==> src/rtl/lst_pkg.sv <==
// Package for the LCD scanline mode timer: timing constants, mode codes and types.
package lst_pkg;

  localparam int unsigned DOTS_PER_LINE = 456;
  localparam int unsigned OAM_SCAN_END  = 80;
  localparam int unsigned DRAW_END      = 252;
  localparam int unsigned VISIBLE_LINES = 144;
  localparam int unsigned LAST_LINE     = 153;

  localparam logic [1:0] MODE_HBLANK = 2'd0;
  localparam logic [1:0] MODE_VBLANK = 2'd1;
  localparam logic [1:0] MODE_OAM    = 2'd2;
  localparam logic [1:0] MODE_DRAW   = 2'd3;

  localparam logic REG_LCD_ENABLE   = 1'b0;
  localparam logic REG_LINE_COMPARE = 1'b1;

  typedef struct packed {
    logic       lcd_enable;
    logic [7:0] line_compare;
  } lst_cfg_t;

endpackage

==> src/rtl/lst_cfg_regs.sv <==
// Configuration register file with APB-style access for the LCD scanline mode timer.
module lst_cfg_regs (
  input  logic              clk,
  input  logic              rst_n,
  input  logic              psel,
  input  logic              penable,
  input  logic              pwrite,
  input  logic [2:0]        paddr,
  input  logic [31:0]       pwdata,
  output logic [31:0]       prdata,
  output logic              pready,
  output lst_pkg::lst_cfg_t cfg
);
  import lst_pkg::*;

  logic       lcd_enable_r;
  logic [7:0] line_compare_r;
  logic       wr_en;

  assign pready = 1'b1;
  assign wr_en  = psel && penable && pwrite;

  always_ff @(posedge clk) begin
    if (!rst_n) begin
      lcd_enable_r   <= 1'b0;
      line_compare_r <= 8'd0;
    end else if (wr_en) begin
      unique case (paddr[2])
        REG_LCD_ENABLE:   lcd_enable_r   <= pwdata[0];
        REG_LINE_COMPARE: line_compare_r <= pwdata[7:0];
        default: ;
      endcase
    end
  end

  always_comb begin
    prdata = 32'd0;
    unique case (paddr[2])
      REG_LCD_ENABLE:   prdata = {31'd0, lcd_enable_r};
      REG_LINE_COMPARE: prdata = {24'd0, line_compare_r};
      default:          prdata = 32'd0;
    endcase
  end

  assign cfg.lcd_enable   = lcd_enable_r;
  assign cfg.line_compare = line_compare_r;

endmodule

==> src/rtl/lst_timing_core.sv <==
// Input register, dot and line counter update, mode decode and result register.
module lst_timing_core (
  input  logic              clk,
  input  logic              rst_n,
  input  lst_pkg::lst_cfg_t cfg,
  input  logic              in_valid,
  output logic              in_stall,
  input  logic [7:0]        in_cycles,
  output logic              out_valid,
  input  logic              out_stall,
  output logic [1:0]        out_mode,
  output logic [7:0]        out_line,
  output logic              out_coincidence,
  output logic              out_vblank_request
);
  import lst_pkg::*;

  logic       s1_valid_r;
  logic [7:0] s1_cycles_r;
  logic [8:0] dot_r, dot_nxt;
  logic [7:0] line_r, line_nxt;
  logic       coin_r, coin_nxt;
  logic       vblank_nxt;
  logic [1:0] mode_nxt;
  logic       out_valid_r;
  logic [1:0] out_mode_r;
  logic [7:0] out_line_r;
  logic       out_coin_r;
  logic       out_vblank_r;
  logic       advance;
  logic [9:0] dot_sum;
  logic [8:0] line_inc;

  assign advance  = !out_valid_r || !out_stall;
  assign in_stall = s1_valid_r && !advance;

  always_comb begin
    dot_sum    = {1'b0, dot_r} + {2'b00, s1_cycles_r};
    line_inc   = {1'b0, line_r} + 9'd1;
    dot_nxt    = dot_sum[8:0];
    line_nxt   = line_r;
    coin_nxt   = coin_r;
    vblank_nxt = 1'b0;
    if (!cfg.lcd_enable) begin
      dot_nxt  = 9'd0;
      line_nxt = 8'd0;
    end else if (dot_sum >= 10'(DOTS_PER_LINE)) begin
      dot_nxt    = 9'(dot_sum - 10'(DOTS_PER_LINE));
      vblank_nxt = (line_inc == 9'(VISIBLE_LINES));
      line_nxt   = (line_inc > 9'(LAST_LINE)) ? 8'd0 : line_inc[7:0];
      coin_nxt   = (line_nxt == cfg.line_compare);
    end
    if (!cfg.lcd_enable)
      mode_nxt = MODE_HBLANK;
    else if ({1'b0, line_nxt} >= 9'(VISIBLE_LINES))
      mode_nxt = MODE_VBLANK;
    else if (dot_nxt < 9'(OAM_SCAN_END))
      mode_nxt = MODE_OAM;
    else if (dot_nxt < 9'(DRAW_END))
      mode_nxt = MODE_DRAW;
    else
      mode_nxt = MODE_HBLANK;
  end

  always_ff @(posedge clk) begin
    if (!rst_n) begin
      s1_valid_r  <= 1'b0;
      out_valid_r <= 1'b0;
      dot_r       <= 9'd0;
      line_r      <= 8'd0;
      coin_r      <= 1'b0;
    end else begin
      if (!in_stall)
        s1_valid_r <= in_valid;
      if (advance) begin
        out_valid_r <= s1_valid_r;
        if (s1_valid_r) begin
          dot_r  <= dot_nxt;
          line_r <= line_nxt;
          coin_r <= coin_nxt;
        end
      end
    end
  end

  always_ff @(posedge clk) begin
    if (in_valid && !in_stall)
      s1_cycles_r <= in_cycles;
    if (advance && s1_valid_r) begin
      out_mode_r   <= mode_nxt;
      out_line_r   <= line_nxt;
      out_coin_r   <= coin_nxt;
      out_vblank_r <= vblank_nxt;
    end
  end

  assign out_valid          = out_valid_r;
  assign out_mode           = out_mode_r;
  assign out_line           = out_line_r;
  assign out_coincidence    = out_coin_r;
  assign out_vblank_request = out_vblank_r;

  a_line_range: assert property (@(posedge clk) disable iff (!rst_n)
    out_valid_r |-> ({1'b0, out_line_r} <= 9'(LAST_LINE)))
    else $error("line beyond last line");

  a_vblank_line: assert property (@(posedge clk) disable iff (!rst_n)
    (out_valid_r && out_vblank_r) |->
      ({1'b0, out_line_r} == 9'(VISIBLE_LINES) && out_mode_r == MODE_VBLANK))
    else $error("vblank request off line entry");

  a_vblank_mode: assert property (@(posedge clk) disable iff (!rst_n)
    (out_valid_r && {1'b0, out_line_r} >= 9'(VISIBLE_LINES)) |-> out_mode_r == MODE_VBLANK)
    else $error("mode not vblank outside visible area");

  a_dot_bound: assert property (@(posedge clk) disable iff (!rst_n)
    dot_r < 9'(DOTS_PER_LINE))
    else $error("dot counter overflow");

  a_stall_only_full: assert property (@(posedge clk) disable iff (!rst_n)
    in_stall |-> (s1_valid_r && out_valid_r))
    else $error("input stalled with room in pipeline");

endmodule

==> src/rtl/lcd_scanline_mode_timer.sv <==
// LCD scanline mode timer: top level joining configuration registers and timing core.
//
// Input channel (in_valid / in_stall / in_cycles): each transaction carries the
// number of dot clocks elapsed since the previous one. Result channel
// (out_valid / out_stall / out_*): one transaction per input, giving the mode,
// the current line, the line-compare flag and a one-shot vblank request.
// An accepted input passes through the input register, then the result register,
// to out_valid; one transaction is taken every cycle while in_stall is low, with
// the dot add, line compare and mode decode done combinationally in between.
// A stalled result is held in the output register while one further input is
// still accepted into the input register; in_stall rises only once both hold
// data and out_stall is high.
// Reset (rst_n low, synchronous) empties the pipeline, zeroes the dot counter,
// line and compare flag, and clears lcd_enable and line_compare. The APB-style
// port holds lcd_enable at 0x0 and line_compare at 0x4; write only while idle.
module lcd_scanline_mode_timer (
  input  logic        clk,
  input  logic        rst_n,
  input  logic        psel,
  input  logic        penable,
  input  logic        pwrite,
  input  logic [2:0]  paddr,
  input  logic [31:0] pwdata,
  output logic [31:0] prdata,
  output logic        pready,
  input  logic        in_valid,
  output logic        in_stall,
  input  logic [7:0]  in_cycles,
  output logic        out_valid,
  input  logic        out_stall,
  output logic [1:0]  out_mode,
  output logic [7:0]  out_line,
  output logic        out_coincidence,
  output logic        out_vblank_request
);
  import lst_pkg::*;

  lst_cfg_t cfg;

  lst_cfg_regs u_cfg_regs (
    .clk     (clk),
    .rst_n   (rst_n),
    .psel    (psel),
    .penable (penable),
    .pwrite  (pwrite),
    .paddr   (paddr),
    .pwdata  (pwdata),
    .prdata  (prdata),
    .pready  (pready),
    .cfg     (cfg)
  );

  lst_timing_core u_core (
    .clk                (clk),
    .rst_n              (rst_n),
    .cfg                (cfg),
    .in_valid           (in_valid),
    .in_stall           (in_stall),
    .in_cycles          (in_cycles),
    .out_valid          (out_valid),
    .out_stall          (out_stall),
    .out_mode           (out_mode),
    .out_line           (out_line),
    .out_coincidence    (out_coincidence),
    .out_vblank_request (out_vblank_request)
  );

endmodule

==> config.mk <==
export PLATFORM = sky130hd
export DESIGN_NAME = lcd_scanline_mode_timer
export DESIGN_NICKNAME = d
export VERILOG_FILES = /design/src/rtl/lst_pkg.sv /design/src/rtl/lst_cfg_regs.sv /design/src/rtl/lst_timing_core.sv /design/src/rtl/lcd_scanline_mode_timer.sv
export SDC_FILE = /design/constraint.sdc
export NUM_CORES = 1
export LEC_CHECK = 0
export BUFFER_PORTS_ARGS = -buffer_cell sky130_fd_sc_hd__buf_2
export CORE_MARGIN = 3
export CORE_UTILIZATION = 53
export CTS_CLUSTER_DIAMETER = 60
export CTS_CLUSTER_SIZE = 28
export DETAILED_ROUTE_END_ITERATION = 12
export PLACE_DENSITY = 0.82
export SYNTH_ARGS = -nofsm -noshare
export SYNTH_HDL_FRONTEND = slang
export SYNTH_HIERARCHICAL = 1
export SYNTH_SLANG_ARGS = --single-unit
export TNS_END_PERCENT = 20
==> constraint.sdc <==
create_clock -name clk -period 4.4 [get_ports clk]
set_input_delay 0.88 -clock clk [delete_from_list [all_inputs] [get_ports clk]]
set_output_delay 0.88 -clock clk [all_outputs]
set_load 0.005 [all_outputs]
======== Word level (Yosys, flattened, before mapping) ========
Cells that the tools add are included.
Widths: inputs -> output; s select.
cells by class
  bitwise gates (word level) .............. 2
  magnitude comparators ................... 5
  divide/modulo/power cells ............... 0
  $mul .................................... 0
  equality and inequality tests ........... 2
  shifts and indexed selects .............. 0
  add/sub/neg operators ................... 3
  mux-type cells .......................... 11
  reduce and logical (&&, ||, !) cells .... 15
operators by type and width
  cell                 count
  $pmux 32 s2          1
  $mux 8               3
  $mux 9               2
  $add 9x8->10         1
  $ge 10x9->1 const B  1
  $add 8x1->9 const B  1
  $eq 9x8->1 const B   1
  $gt 9x8->1 const B   1
  $lt 9x7->1 const B   1
  $lt 9x8->1 const B   1
  $sub 9x9->9 const B  1
  $eq 8x8->1           1
  $ge 8x8->1 const B   1
  $reduce_and 2->1     4
  $logic_and 1x1->1    5
  $logic_not 1->1      4
  $mux 2               2
  $mux 1               3
  $not 1->1            2
  $reduce_or 2->1      1
  $logic_or 1x1->1     1
word-level totals
  output and inout bits ................... 47
  memories kept ........................... 0
  RAM bits ................................ 0
  word-level logic and storage cells ...... 51
  register bits after elaboration ......... 49
  latch bits .............................. 0
  input port bits ......................... 50
  bits in read-only memories .............. 0

======== Logic depth before layout (Yosys ltp) ========
  depth in word-level cells ............... 8
  depth in mapped cells ................... 13
  mapped depth without buffers ............ 13

======== Hierarchy ========
Netlist, hierarchy kept.
modules (own cells, without submodules)
  module           seq. area each (um2)  times used  cells an instance  area an instance (um2)
  lst_timing_core  1,001.0               1           341                2,919.0
  lst_cfg_regs     180.2                 1           76                 639.4

======== Worst setup path after synthesis ========
OpenSTA, ideal clock, no wires.
  path type ............................... reg-to-reg
  start ................................... reg u_core.s1_cycles_r[0]
  end ..................................... reg u_core.out_mode_r[0] (netlist: u_core/out_mode[0]), data pin
  path slack .............................. 1,243 ps
  period minus slack after synthesis ...... 3,157 ps
  cell stages (with the launch flop) ...... 13
  path buffers ............................ 0
  arrival ................................. 2,903 ps
  setup time .............................. 254 ps
  data required time ...................... 4,146 ps
  cells stage by stage .................... edfxtp_1 ha_1 inv_1 fa_1 nor2b_1 o31a_1 a21oi_1 o311a_1 a211o_1 a31oi_1 o21ai_1 o41a_1 a21o_1
on the way
  word-level cells in the longest chain between the ends .. 8
  elaborated cells between the ends (all ways) .. 13
  classes of those cells .................. add/sub (2); order compare (4); mux (7)
RTL lines
  element                                            RTL line                                      source
  start, declared                                    lst_timing_core.sv:19                         logic [7:0] s1_cycles_r;
  start signal, assigned                             lst_timing_core.sv:88                         s1_cycles_r <= in_cycles;
  $add 9x8->10 (*)                                   lst_timing_core.sv:38                         dot_sum = {1'b0, dot_r} + {2'b00, s1_cycles_r};
  $sub 9x9->9 / $ge 10x9->1 (equally long branches)  lst_timing_core.sv:48, lst_timing_core.sv:47
  $mux 9                                             lst_timing_core.sv:47                         end else if (dot_sum >= 10'(DOTS_PER_LINE)) begin
  $mux 9                                             lst_timing_core.sv:44                         if (!cfg.lcd_enable) begin
  $lt 9x8->1                                         lst_timing_core.sv:59                         else if (dot_nxt < 9'(DRAW_END))
  $mux 2                                             lst_timing_core.sv:59
  $mux 2                                             lst_timing_core.sv:57                         else if (dot_nxt < 9'(OAM_SCAN_END))
  $mux 1 (*)                                         lst_timing_core.sv:55                         else if ({1'b0, line_nxt} >= 9'(VISIBLE_LINES))
  end signal, assigned                               lst_timing_core.sv:90                         out_mode_r <= mode_nxt;
  end, declared                                      lst_timing_core.sv:26                         logic [1:0] out_mode_r;
Mark *: on every way between the ends. The rest lies on a longest branch, timed or not.
A chain may end at the register's enable or synchronous reset.

======== Worst setup path after layout ========
  start ................................... reg u_core.dot_r[0]
  end ..................................... reg u_core.out_mode_r[0] (netlist: u_core/out_mode[0]), data pin
on the way
  word-level cells in the longest chain between the ends .. 8
  elaborated cells between the ends (all ways) .. 13
  classes of those cells .................. add/sub (2); order compare (4); mux (7)
RTL lines
  element                                            RTL line                                      source
  start, declared                                    lst_timing_core.sv:20                         logic [8:0] dot_r, dot_nxt;
  start signal, assigned                             lst_timing_core.sv:78                         dot_r <= dot_nxt;
  $add 9x8->10 (*)                                   lst_timing_core.sv:38
  $sub 9x9->9 / $ge 10x9->1 (equally long branches)  lst_timing_core.sv:48, lst_timing_core.sv:47
  $mux 9                                             lst_timing_core.sv:47
  $mux 9                                             lst_timing_core.sv:44
  $lt 9x8->1                                         lst_timing_core.sv:59
  $mux 2                                             lst_timing_core.sv:59
  $mux 2                                             lst_timing_core.sv:57
  $mux 1 (*)                                         lst_timing_core.sv:55
Marked as above.

==> results.cfg <==
[run_status]
outcome = complete, no violations

[die]
floorplan.rows = 29
floorplan.initialDensity_pct = 55.4
floorplan.core_area_mm2 = 0.00642
pin_count = 97
design.die.area_mm2 = 0.00773
die_w_um = 87.9
vert_die_dim_um = 87.9

[logic_synthesis]
post_synth_top_area_share_pct = 16.9
synth_edf_count = 20
synth-seq-area-share_pct = 33.2
synthesis.area_mm2 = 0.00356
synth.cells.most_frequent = sky130_fd_sc_hd__nand2_1 (48), sky130_fd_sc_hd__buf_4 (30), sky130_fd_sc_hd__dfxtp_1 (29)
synth.most_common_cell = sky130_fd_sc_hd__nand2_1
syn_area_per_cell_um2 = 8.53
postSynth.asyncResetShare_pct = 0
synth_seq_cells = 49
ys_types = 74
dominantRegCellSynth = sky130_fd_sc_hd__dfxtp_1
yosys-top-cells-area = sky130_fd_sc_hd__edfxtp_1 (17%), sky130_fd_sc_hd__dfxtp_1 (16%), sky130_fd_sc_hd__buf_4 (6.3%)
post-synth-top-area-cell = sky130_fd_sc_hd__edfxtp_1
yosys_warnings = 6
syn-instance-count = 417

[global_route]
grt_overflow = 0
wire_length_of_the_first_global_routing_pass_mm = 13.6
antenna_violations_before_repair = 0
first_global_vias = 2857
gr-usage-all-layers_pct = 22.1
grt_start_max_net_pins = 40

[worst_setup_path]
arrival_ps = 3610
critical_path_peak_fanout = 4
r2r_setup_slack_ps = 870
critPathKind = reg -> reg
worst-endpoint-required_ps = 4480
cp-start-kind = flop
critical_path.endpoint_type = flop

[placement]
dp_hpwl_mm = 5.80
place.gp.congestion = 0.931
port_buffers = 45

[sta]
max_freq_mhz = 283
slew-limit-headroom_pct = 49.0
setup_violations = 0
period_minus_slack_ps = 3530
final_count_of_pins_violating_max_slew = 0
worst_clock_skew_ps = 11.3
tns_ps = 0
finalHoldViolCount = 0
grt_setup_unrepaired = false
finalCritPeriodShare_pct = 80.2
worst-slew-pin-transition_ps = 763

[route]
antenna_violating_nets_post_route = 0
drc = 0
drt-initial-drc-count = 263
drt_pre_antenna_iters = 5
vias_per_cell = 5.84
num_vias = 3077
drt_wl_total_mm = 8.02
post_detailed_route_wirelength_per_cell_um = 15.2

[hold_path]
worst_hold_path_type = reg -> reg

[layout]
n_antenna_cell = 0
final_core_utilization_pct = 59.0
total_number_of_nets_in_the_final_design = 512
post_route_cells_drive_above_1_share_pct = 17.8
flow.area_growth_from_synthesis_pct = 6.43

[clock_tree]
ctsLongestPathBuffers = 2
cts_made_buffers = 5
ctsHoldBuffers = 0
cts_tree = done
post-cts-setup-buffer-count = 0
clock_latency_ps = 320
post_cts_resized = 0
clock-sinks = 49
clk_pin_slew_ps = 100
clock_tree.htree_level_count = 2
root_buffer = sky130_fd_sc_hd__clkbuf_8

[pwr]
ir_drop_worst_vdd_uv = 202
total_leakage_power_nw = 1.55
report.power.total_w = 0.000923
power_per_cell_area_mw_per_mm2 = 244

[run]
cap_viol_max_count = 0
[layer usage]
metal	global-route usage [%]	share of wire [%]	vias to the layer above
met4	7.67	1.8	0
met3	3.57	7.4	14
met1	29.5	43	1424
li1	-	-	1511
met2	36.2	48	128
met5	0	0	-
[kinds of logic after synthesis]
group / Yosys count / share of synthesized area, %
xor gates and xnor gates: 14 / 3.45
AOI/OAI and AO/OA: 94 / 19.1
adders and majority gates: 13 / 4.78
buffers and inverters: 65 / 10.8
muxes: 15 / 4.29
DFF: 49 / 33.2
other: 2 / 0.211
and+or+nand+nor: 165 / 24.1
[through the flow]
stage	hold WS, ps	worst slack (ps)	instance area [um^2]	std cells
2_1_floorplan	445	1240	3640	440
3_3_place_gp	455	997	3670	519
3_5_place_dp	467	931	3670	519
4_1_cts	483	895	3790	527
5_1_grt	516	619	3790	527
6_report	484	869	3790	527
[layout by cell type, fill, tap and decap left out, types with 7 or more instances in the layout]
master,count
sky130_fd_sc_hd__nand2_1,48
sky130_fd_sc_hd__buf_2,45
sky130_fd_sc_hd__dfxtp_1,29
sky130_fd_sc_hd__nor2_1,28
sky130_fd_sc_hd__conb_1,25
sky130_fd_sc_hd__o21ai_0,20
sky130_fd_sc_hd__edfxtp_1,20
sky130_fd_sc_hd__inv_1,19
sky130_fd_sc_hd__and2_1,16
sky130_fd_sc_hd__nand3_1,15
sky130_fd_sc_hd__mux2i_1,13
sky130_fd_sc_hd__nor3_1,13
sky130_fd_sc_hd__a21oi_1,12
sky130_fd_sc_hd__ha_1,12
sky130_fd_sc_hd__xnor2_1,9
sky130_fd_sc_hd__o21a_1,8
sky130_fd_sc_hd__and2_2,7
[worst paths after layout]
kind                                              startpoint                               end  cells after the start
worst min register to register  u_core/dot_r[0]$_SDFFE_PN0P_      u_core/dot_r[0]$_SDFFE_PN0P_                      2
worst max register to register  u_core/dot_r[0]$_SDFFE_PN0P_  u_core/out_mode[0]$_SDFFCE_PN0P_                     12
worst max-delay path            u_core/dot_r[0]$_SDFFE_PN0P_  u_core/out_mode[0]$_SDFFCE_PN0P_                     12
worst min-delay path            u_core/dot_r[0]$_SDFFE_PN0P_      u_core/dot_r[0]$_SDFFE_PN0P_                      2
[sequential cells by signal, summed over array words and instances, names as in the netlist, 2 cells and up]
| name | cells |
|---|---|
| u_cfg_regs/line_compare_r | 8 |
| u_core/dot_r | 9 |
| u_core/line_r | 8 |
| u_core/out_line | 8 |
| u_core/out_mode | 2 |
| u_core/s1_cycles_r | 8 |
[area by class of cell]
type | instances | area (um^2)
inverter | 20 | 75.1
sequential | 49 | 1180
clock buffer | 5 | 68.8
timing repair buffer | 47 | 240
clock inverter | 3 | 47.5
multi-input combinational | 326 | 2080
tap | 77 | 96.3
fill | 572 | 2640
[critical path: stages (launching register included)]
cell                      delay, ps
sky130_fd_sc_hd__dfxtp_1        350
sky130_fd_sc_hd__ha_1           190
sky130_fd_sc_hd__inv_1           70
sky130_fd_sc_hd__fa_1           410
sky130_fd_sc_hd__nor2b_1        210
sky130_fd_sc_hd__o31a_1         190
sky130_fd_sc_hd__a21oi_1        100
sky130_fd_sc_hd__o311a_1        440
sky130_fd_sc_hd__a211o_1        360
sky130_fd_sc_hd__a31oi_1        220
sky130_fd_sc_hd__o21ai_1        130
sky130_fd_sc_hd__o41a_1         460
sky130_fd_sc_hd__a21o_1         190
[power by group]
| group | switching [W] | internal [W] | total (W) |
|---|---|---|---|
| clock network | 0.000168 | 0.000174 | 0.000341 |
| registers | 0.00000645 | 0.000484 | 0.000491 |
| logic | 0.0000559 | 0.0000350 | 0.0000909 |
Note: power is estimated with default switching activity, not from simulation.
